**src/hw/rtl/u8sd_pkg.sv**
```systemverilog
// u8sd_pkg: shared types and byte-class constants for the UTF-8 stream decoder.
// No dependencies; imported by u8sd_decode, u8sd_out_stage and utf8_stream_decoder.
`timescale 1ns / 1ps

package u8sd_pkg;

    localparam int CP_W  = 21;
    localparam int LEN_W = 3;

    // Byte classes: (byte & MASK) == PATTERN
    localparam logic [7:0] LEAD4_MASK = 8'b1111_1000;
    localparam logic [7:0] LEAD4_PAT  = 8'b1111_0000;
    localparam logic [7:0] LEAD3_MASK = 8'b1111_0000;
    localparam logic [7:0] LEAD3_PAT  = 8'b1110_0000;
    localparam logic [7:0] LEAD2_MASK = 8'b1110_0000;
    localparam logic [7:0] LEAD2_PAT  = 8'b1100_0000;
    localparam logic [7:0] CONT_MASK  = 8'b1100_0000;
    localparam logic [7:0] CONT_PAT   = 8'b1000_0000;

    // Payload masks
    localparam logic [7:0] CONT_BITS  = 8'h3f;
    localparam logic [7:0] LEAD4_BITS = 8'h07;
    localparam logic [7:0] LEAD3_BITS = 8'h0f;
    localparam logic [7:0] LEAD2_BITS = 8'h1f;
    localparam logic [7:0] ASCII_BITS = 8'h7f;

    // Sequence lengths
    localparam logic [LEN_W-1:0] LEN_ERR = 3'd0;
    localparam logic [LEN_W-1:0] LEN_1   = 3'd1;
    localparam logic [LEN_W-1:0] LEN_2   = 3'd2;
    localparam logic [LEN_W-1:0] LEN_3   = 3'd3;
    localparam logic [LEN_W-1:0] LEN_4   = 3'd4;

    typedef struct packed {
        logic [CP_W-1:0]  code_point;
        logic [LEN_W-1:0] seq_length;
        logic             error;
        logic             match;
    } result_t;

endpackage

```
**src/hw/rtl/u8sd_decode.sv**
```systemverilog
// u8sd_decode: sequence state, target register and per-byte decode logic.
// Depends on u8sd_pkg.
`timescale 1ns / 1ps

module u8sd_decode (
    input  logic                   clk,
    input  logic                   rst_n,
    input  logic                   cfg_we,
    input  logic [u8sd_pkg::CP_W-1:0] cfg_data,
    input  logic                   step,
    input  logic [7:0]             byte_in,
    output logic                   emit,
    output u8sd_pkg::result_t      result
);
    import u8sd_pkg::*;

    logic [1:0]       bytes_left_reg, bytes_left_next;
    logic [CP_W-1:0]  acc_reg, acc_next;
    logic [LEN_W-1:0] total_len_reg, total_len_next;
    logic [CP_W-1:0]  target_reg;

    logic             cont;
    logic [CP_W-1:0]  acc_shift;

    assign cont      = (byte_in & CONT_MASK) == CONT_PAT;
    assign acc_shift = {acc_reg[CP_W-7:0], byte_in[5:0] & CONT_BITS[5:0]};

    always_ff @(posedge clk or negedge rst_n)
    begin
        if (!rst_n)
        begin
            bytes_left_reg <= 2'd0;
            acc_reg        <= '0;
            total_len_reg  <= LEN_ERR;
            target_reg     <= '0;
        end
        else
        begin
            if (step)
            begin
                bytes_left_reg <= bytes_left_next;
                acc_reg        <= acc_next;
                total_len_reg  <= total_len_next;
            end
            if (cfg_we)
                target_reg <= cfg_data;
        end
    end

    always_comb
    begin
        bytes_left_next   = 2'd0;
        acc_next          = '0;
        total_len_next    = LEN_ERR;
        emit              = 1'b0;
        result.code_point = '0;
        result.seq_length = LEN_ERR;
        result.error      = 1'b0;

        if (bytes_left_reg != 2'd0)
        begin
            if (!cont)
            begin
                // bad continuation: byte dropped, back to idle
                emit         = 1'b1;
                result.error = 1'b1;
            end
            else if (bytes_left_reg == 2'd1)
            begin
                emit              = 1'b1;
                result.code_point = acc_shift;
                result.seq_length = total_len_reg;
            end
            else
            begin
                bytes_left_next = bytes_left_reg - 2'd1;
                acc_next        = acc_shift;
                total_len_next  = total_len_reg;
            end
        end
        else if ((byte_in & LEAD4_MASK) == LEAD4_PAT)
        begin
            bytes_left_next = 2'd3;
            acc_next        = {{(CP_W-8){1'b0}}, byte_in & LEAD4_BITS};
            total_len_next  = LEN_4;
        end
        else if ((byte_in & LEAD3_MASK) == LEAD3_PAT)
        begin
            bytes_left_next = 2'd2;
            acc_next        = {{(CP_W-8){1'b0}}, byte_in & LEAD3_BITS};
            total_len_next  = LEN_3;
        end
        else if ((byte_in & LEAD2_MASK) == LEAD2_PAT)
        begin
            bytes_left_next = 2'd1;
            acc_next        = {{(CP_W-8){1'b0}}, byte_in & LEAD2_BITS};
            total_len_next  = LEN_2;
        end
        else if (cont)
        begin
            // stray continuation
            emit         = 1'b1;
            result.error = 1'b1;
        end
        else
        begin
            emit              = 1'b1;
            result.code_point = {{(CP_W-8){1'b0}}, byte_in & ASCII_BITS};
            result.seq_length = LEN_1;
        end

        result.match = !result.error && (result.code_point == target_reg);
    end

`ifndef SYNTHESIS
    a_err_zero: assert property (@(posedge clk) disable iff (!rst_n)
        (emit && result.error) |->
            (result.code_point == '0 && result.seq_length == LEN_ERR && !result.match))
        else $error("error result carries nonzero fields");

    a_len_vs_left: assert property (@(posedge clk) disable iff (!rst_n)
        (bytes_left_reg != 2'd0) |->
            (total_len_reg > {1'b0, bytes_left_reg} && total_len_reg <= LEN_4))
        else $error("sequence length inconsistent with bytes left");

    a_idle_clear: assert property (@(posedge clk) disable iff (!rst_n)
        (bytes_left_reg == 2'd0) |-> (acc_reg == '0 && total_len_reg == LEN_ERR))
        else $error("idle state not cleared");

    a_good_len: assert property (@(posedge clk) disable iff (!rst_n)
        (emit && !result.error) |-> (result.seq_length != LEN_ERR))
        else $error("character result with zero length");
`endif

endmodule

```
**src/hw/rtl/u8sd_out_stage.sv**
```systemverilog
// u8sd_out_stage: result register with valid/ready toward the consumer.
// Depends on u8sd_pkg.
`timescale 1ns / 1ps

module u8sd_out_stage (
    input  logic                clk,
    input  logic                rst_n,
    input  logic                load,
    input  u8sd_pkg::result_t   result_in,
    input  logic                out_ready,
    output logic                out_valid,
    output u8sd_pkg::result_t   result_out
);
    import u8sd_pkg::*;

    logic    valid_reg, valid_next;
    result_t data_reg;

    always_comb
    begin
        if (load)
            valid_next = 1'b1;
        else if (out_ready)
            valid_next = 1'b0;
        else
            valid_next = valid_reg;
    end

    always_ff @(posedge clk or negedge rst_n)
    begin
        if (!rst_n)
            valid_reg <= 1'b0;
        else
            valid_reg <= valid_next;
    end

    always_ff @(posedge clk)
    begin
        if (load)
            data_reg <= result_in;
    end

    assign out_valid  = valid_reg;
    assign result_out = data_reg;

endmodule

```
**src/hw/rtl/utf8_stream_decoder.sv**
```systemverilog
// utf8_stream_decoder: top level, input byte register feeding the decoder and result stage.
// Depends on u8sd_pkg, u8sd_decode, u8sd_out_stage.
//
//  channel  direction  handshake            payload
//  -------  ---------  -------------------  -----------------------------------------
//  in       sink       in_valid / in_ready  in_byte[7:0]
//  out      source     out_valid/out_ready  code_point[20:0] seq_length[2:0] error match
//  cfg      sink       cfg_we (no wait)     cfg_data[20:0] -> target_char
//
// One byte per cycle sustained while out_ready does not stall; a character's last byte passes
// through the input register, then is decoded into the result register.
// Bytes that open or continue a sequence produce no output transaction.
// rst_n is asynchronous, active low: decoder idle, both stages empty, target_char = 0.
// A stall on out_ready holds the result register; the input register keeps
// accepting until it too is full, so in_ready drops only when both stages hold data.
`timescale 1ns / 1ps

module utf8_stream_decoder (
    input  logic        clk,
    input  logic        rst_n,
    input  logic        cfg_we,
    input  logic [20:0] cfg_data,
    input  logic        in_valid,
    output logic        in_ready,
    input  logic [7:0]  in_byte,
    output logic        out_valid,
    input  logic        out_ready,
    output logic [20:0] code_point,
    output logic [2:0]  seq_length,
    output logic        error,
    output logic        match
);
    import u8sd_pkg::*;

    // input register
    logic       s1_valid_reg, s1_valid_next;
    logic [7:0] s1_byte_reg;

    logic    advance;       // stage-1 byte moves through the decoder this cycle
    logic    emit;
    result_t dec_result;
    result_t out_result;

    // decoder may step when the result slot is free or being drained
    assign advance  = s1_valid_reg && (!out_valid || out_ready);
    assign in_ready = !s1_valid_reg || advance;

    always_comb
    begin
        if (in_valid && in_ready)
            s1_valid_next = 1'b1;
        else if (advance)
            s1_valid_next = 1'b0;
        else
            s1_valid_next = s1_valid_reg;
    end

    always_ff @(posedge clk or negedge rst_n)
    begin
        if (!rst_n)
            s1_valid_reg <= 1'b0;
        else
            s1_valid_reg <= s1_valid_next;
    end

    always_ff @(posedge clk)
    begin
        if (in_valid && in_ready)
            s1_byte_reg <= in_byte;
    end

    u8sd_decode u_decode (
        .clk      (clk),
        .rst_n    (rst_n),
        .cfg_we   (cfg_we),
        .cfg_data (cfg_data),
        .step     (advance),
        .byte_in  (s1_byte_reg),
        .emit     (emit),
        .result   (dec_result)
    );

    u8sd_out_stage u_out (
        .clk        (clk),
        .rst_n      (rst_n),
        .load       (advance && emit),
        .result_in  (dec_result),
        .out_ready  (out_ready),
        .out_valid  (out_valid),
        .result_out (out_result)
    );

    assign code_point = out_result.code_point;
    assign seq_length = out_result.seq_length;
    assign error      = out_result.error;
    assign match      = out_result.match;

`ifndef SYNTHESIS
    a_s1_hold: assert property (@(posedge clk) disable iff (!rst_n)
        (s1_valid_reg && !advance) |=> (s1_valid_reg && $stable(s1_byte_reg)))
        else $error("stalled input byte lost");

    a_backpressure: assert property (@(posedge clk) disable iff (!rst_n)
        !in_ready |-> (s1_valid_reg && out_valid && !out_ready))
        else $error("in_ready low without a full pipeline");

    a_capture: assert property (@(posedge clk) disable iff (!rst_n)
        (in_valid && in_ready) |=> s1_valid_reg)
        else $error("accepted byte not captured");
`endif

endmodule
```
**config.mk**
```make
export PLATFORM = sky130hd
export DESIGN_NAME = utf8_stream_decoder
export DESIGN_NICKNAME = d
export VERILOG_FILES = /design/src/hw/rtl/u8sd_pkg.sv /design/src/hw/rtl/u8sd_decode.sv /design/src/hw/rtl/u8sd_out_stage.sv /design/src/hw/rtl/utf8_stream_decoder.sv
export SDC_FILE = /design/constraint.sdc
export NUM_CORES = 1
export LEC_CHECK = 0
export ABC_CLOCK_PERIOD_IN_PS = 8500
export BUFFER_PORTS_ARGS = -buffer_cell sky130_fd_sc_hd__buf_2
export CORE_MARGIN = 4
export CORE_UTILIZATION = 50
export DETAILED_ROUTE_END_ITERATION = 16
export PLACE_DENSITY = 0.85
export SYNTH_ARGS = -nofsm -noshare
export SYNTH_HDL_FRONTEND = slang
export SYNTH_SLANG_ARGS = --single-unit
```
**constraint.sdc**
```tcl
create_clock -name clk -period 8.5 [get_ports clk]
set_input_delay 1.275 -clock clk [delete_from_list [all_inputs] [get_ports clk]]
set_output_delay 1.275 -clock clk [all_outputs]
set_load 0.03 [all_outputs]
```
==> metrics.txt <==
status=completed; Final Hold Vio Count=0; DR WL met2=3480 um; relative slew slack=34.9%; Pins Over Slew Limit=0; post-synthesis sequential area ratio=60.9%; yosys warns=0; dpl hpwl=4910 um; H-Tree Depth=3; Via-to-Cell Ratio=5.70; CTS tree=built; top cells by area, synth=dfrtp_1 (31%), edfxtp_1 (30%), mux2_2 (6.2%); die height=91.0 um; setup TNS=0 ps; Worst EP required=7220 ps; initial antenna violation count=0; post-route ant nets=0; Netlist Area Pre-Place=3440 um^2; Core Box Area=6530 um^2; total setup buffers inserted after CTS=0; Routed wire per std cell=16.6 um; Pleak=1.71 nW; RSZ-0062 raised after global routing=no; GR Overflow Total=0; Net Sw Frac=29.4%; Distinct cells, synth=40; Worst-Margin Slew=976 ps; uppermost layer routed=met4; global-route wire length before repair=11,400 um; Syn Area/Cell=12.5 um^2; drt initial violations=137; clock network fraction of design power=31.9%; crit path time final=3030 ps; final wirelength=6960 um; Power Internal=0.000735 W; ratio of cells with drive above 1 in the final layout=30.2%; FMAX=330 MHz; Residual DRC=0; Seq cells post-synth=77; # setup viols final=0; Yosys top cell by area=dfrtp_1; Comb pwr share=21.6%; register area=2100 um^2; power per cell area=257 nW/um^2; Synth Instances=275; area grow syn2layout=17.6%; TritonCTS sink count=77; Die ar.=8280 um^2; ys async rst share=55.8%; vias in the first global route=2,299; fin crit share=35.6%; min-delay worst type=reg2reg; CTS Buf Count=9; Synth top area share=31.3%; number of port buffers=61; Final nets=373; maximum vdd drop=0.132 mV; CTS-repair resized insts=0; ANT cells=0; initial core utilization=52.7%; sequential share of power=46.4%; routed vias=2,384; worst endpoint data arrival time=1750 ps; final worst slack=5470 ps; critical path class=in2out; num rows=29; Die Span X=91.0 um; multi-input logic area=1260 um^2; max-cap viol count=0; total net switching power=0.000306 W; CTS Buffer Depth=2; commonest non-fill, non-tap cell in the layout=buf_2; Post-Syn Nets=311; ys flop type=dfrtp_1; pre-CTS WS=5480 ps; placer's final routability congestion estimate=0.921; largest net degree at the start of global routing=44; clock latency on the worst-skew pair=340 ps; critical path capture point type=primary output; CP Launch Type=primary input; most frequent cells in the layout=buf_2 (61), dfrtp_1 (43), edfxtp_1 (34); First-pass DRT Iterations=4; EDFF count, synth=34; Hold Buf Count CTS=0; CTS root buf=clkbuf_8; CP max FO=3; skew final=6.02 ps; Largest register FFs=26; M1 WL=2950 um; metal3 WL=450 um; gr usage total=17.5%; CTS clk-pin slew, worst paths=70 ps; io pins=62; FILL cells=517
==> stage by stage <==
step / hold slack, ps / power [W] / area [um^2] / std cells / util (%)
global route: 515 / 0.00109 / 4050 / 418 / 62.0
detailed placement: 469 / 0.000716 / 3800 / 403 / 58.2
finish: 484 / 0.00104 / 4050 / 418 / 62.0
floorplan: 435 / 0.000649 / 3440 / 275 / -
global placement: 461 / 0.000709 / 3800 / 403 / 58.2
CTS: 489 / 0.00105 / 4050 / 418 / 62.0
==> layer usage <==
metal	GRT usage, %	up-vias
met1	21.9	1155
met3	5.54	8
li1	-	1134
met4	6.41	0
met2	28.7	87
met5	0	-
==> power groups by stage <==
stage                     clock, W  sequential (W)  combinational, W
after global placement           0        0.000490          0.000219
after CTS                 0.000339        0.000484          0.000227
after detailed placement         0        0.000491          0.000226
final                     0.000333        0.000484          0.000225
after global routing      0.000356        0.000491          0.000246
after floorplan                  0        0.000536          0.000113
==> path summary, 6_finish.rpt <==
kind / startpoint / endpoint / slack [ps] / cells past startpoint
min in group asynchronous: rst_n / s1_valid_reg / 1090 / 1
max reg2reg: u_decode.bytes_left_reg[0] / u_out.result_out[12] / 5910 / 6
min: u_decode.total_len_reg[2] / u_decode.total_len_reg[2] / 480 / 2
max in group asynchronous: rst_n / u_decode.acc_reg[4] / 6800 / 1
max: out_ready / in_ready / 5470 / 3
min reg2reg: u_decode.total_len_reg[2] / u_decode.total_len_reg[2] / 480 / 2
==> layout make-up <==
class | count | area share, %
Clock buffer | 11 | 3.74
Clock inverter | 4 | 2.35
Inverter | 8 | 0.742
Multi-Input combinational cell | 179 | 31.3
Sequential cell | 77 | 51.8
Tap cell | 77 | 2.38
Timing Repair Buffer | 62 | 7.73
==> cell usage after synthesis, types with 3 or more instances <==
| cell | number |
|---|---|
| dfrtp_1 | 43 |
| edfxtp_1 | 34 |
| and2_1 | 22 |
| nand2_1 | 20 |
| mux2_2 | 19 |
| o21ai_0 | 16 |
| a22o_1 | 14 |
| nor2_1 | 13 |
| inv_1 | 8 |
| xnor2_1 | 8 |
| clkbuf_1 | 7 |
| a21oi_1 | 6 |
| nand3_1 | 6 |
| a31oi_1 | 5 |
| nor4bb_1 | 5 |
| o32ai_1 | 5 |
| nand2b_1 | 4 |
| xor2_1 | 4 |
| buf_2 | 3 |
| nand3b_1 | 3 |
| nand4_1 | 3 |
| nor3_1 | 3 |
==> critical path, stage by stage <==
cell and delay (ps):
buf_2 100, nand3b_1 180, buf_2 200
==> cell families (layout without fill, tap and decap cells) <==
family / Yosys count / after routing / share of synthesized area (%)
adders and majority gates: 2 / 2 / 0.727
xor gates and xnor gates: 12 / 12 / 3.05
and+or+nand+nor: 88 / 88 / 15.0
DFF: 77 / 77 / 60.9
AOI/OAI and AO/OA: 58 / 58 / 11.7
muxes: 19 / 19 / 6.22
buffers and inverters: 19 / 85 / 2.40
Note: power is estimated with default switching activity, not from simulation.
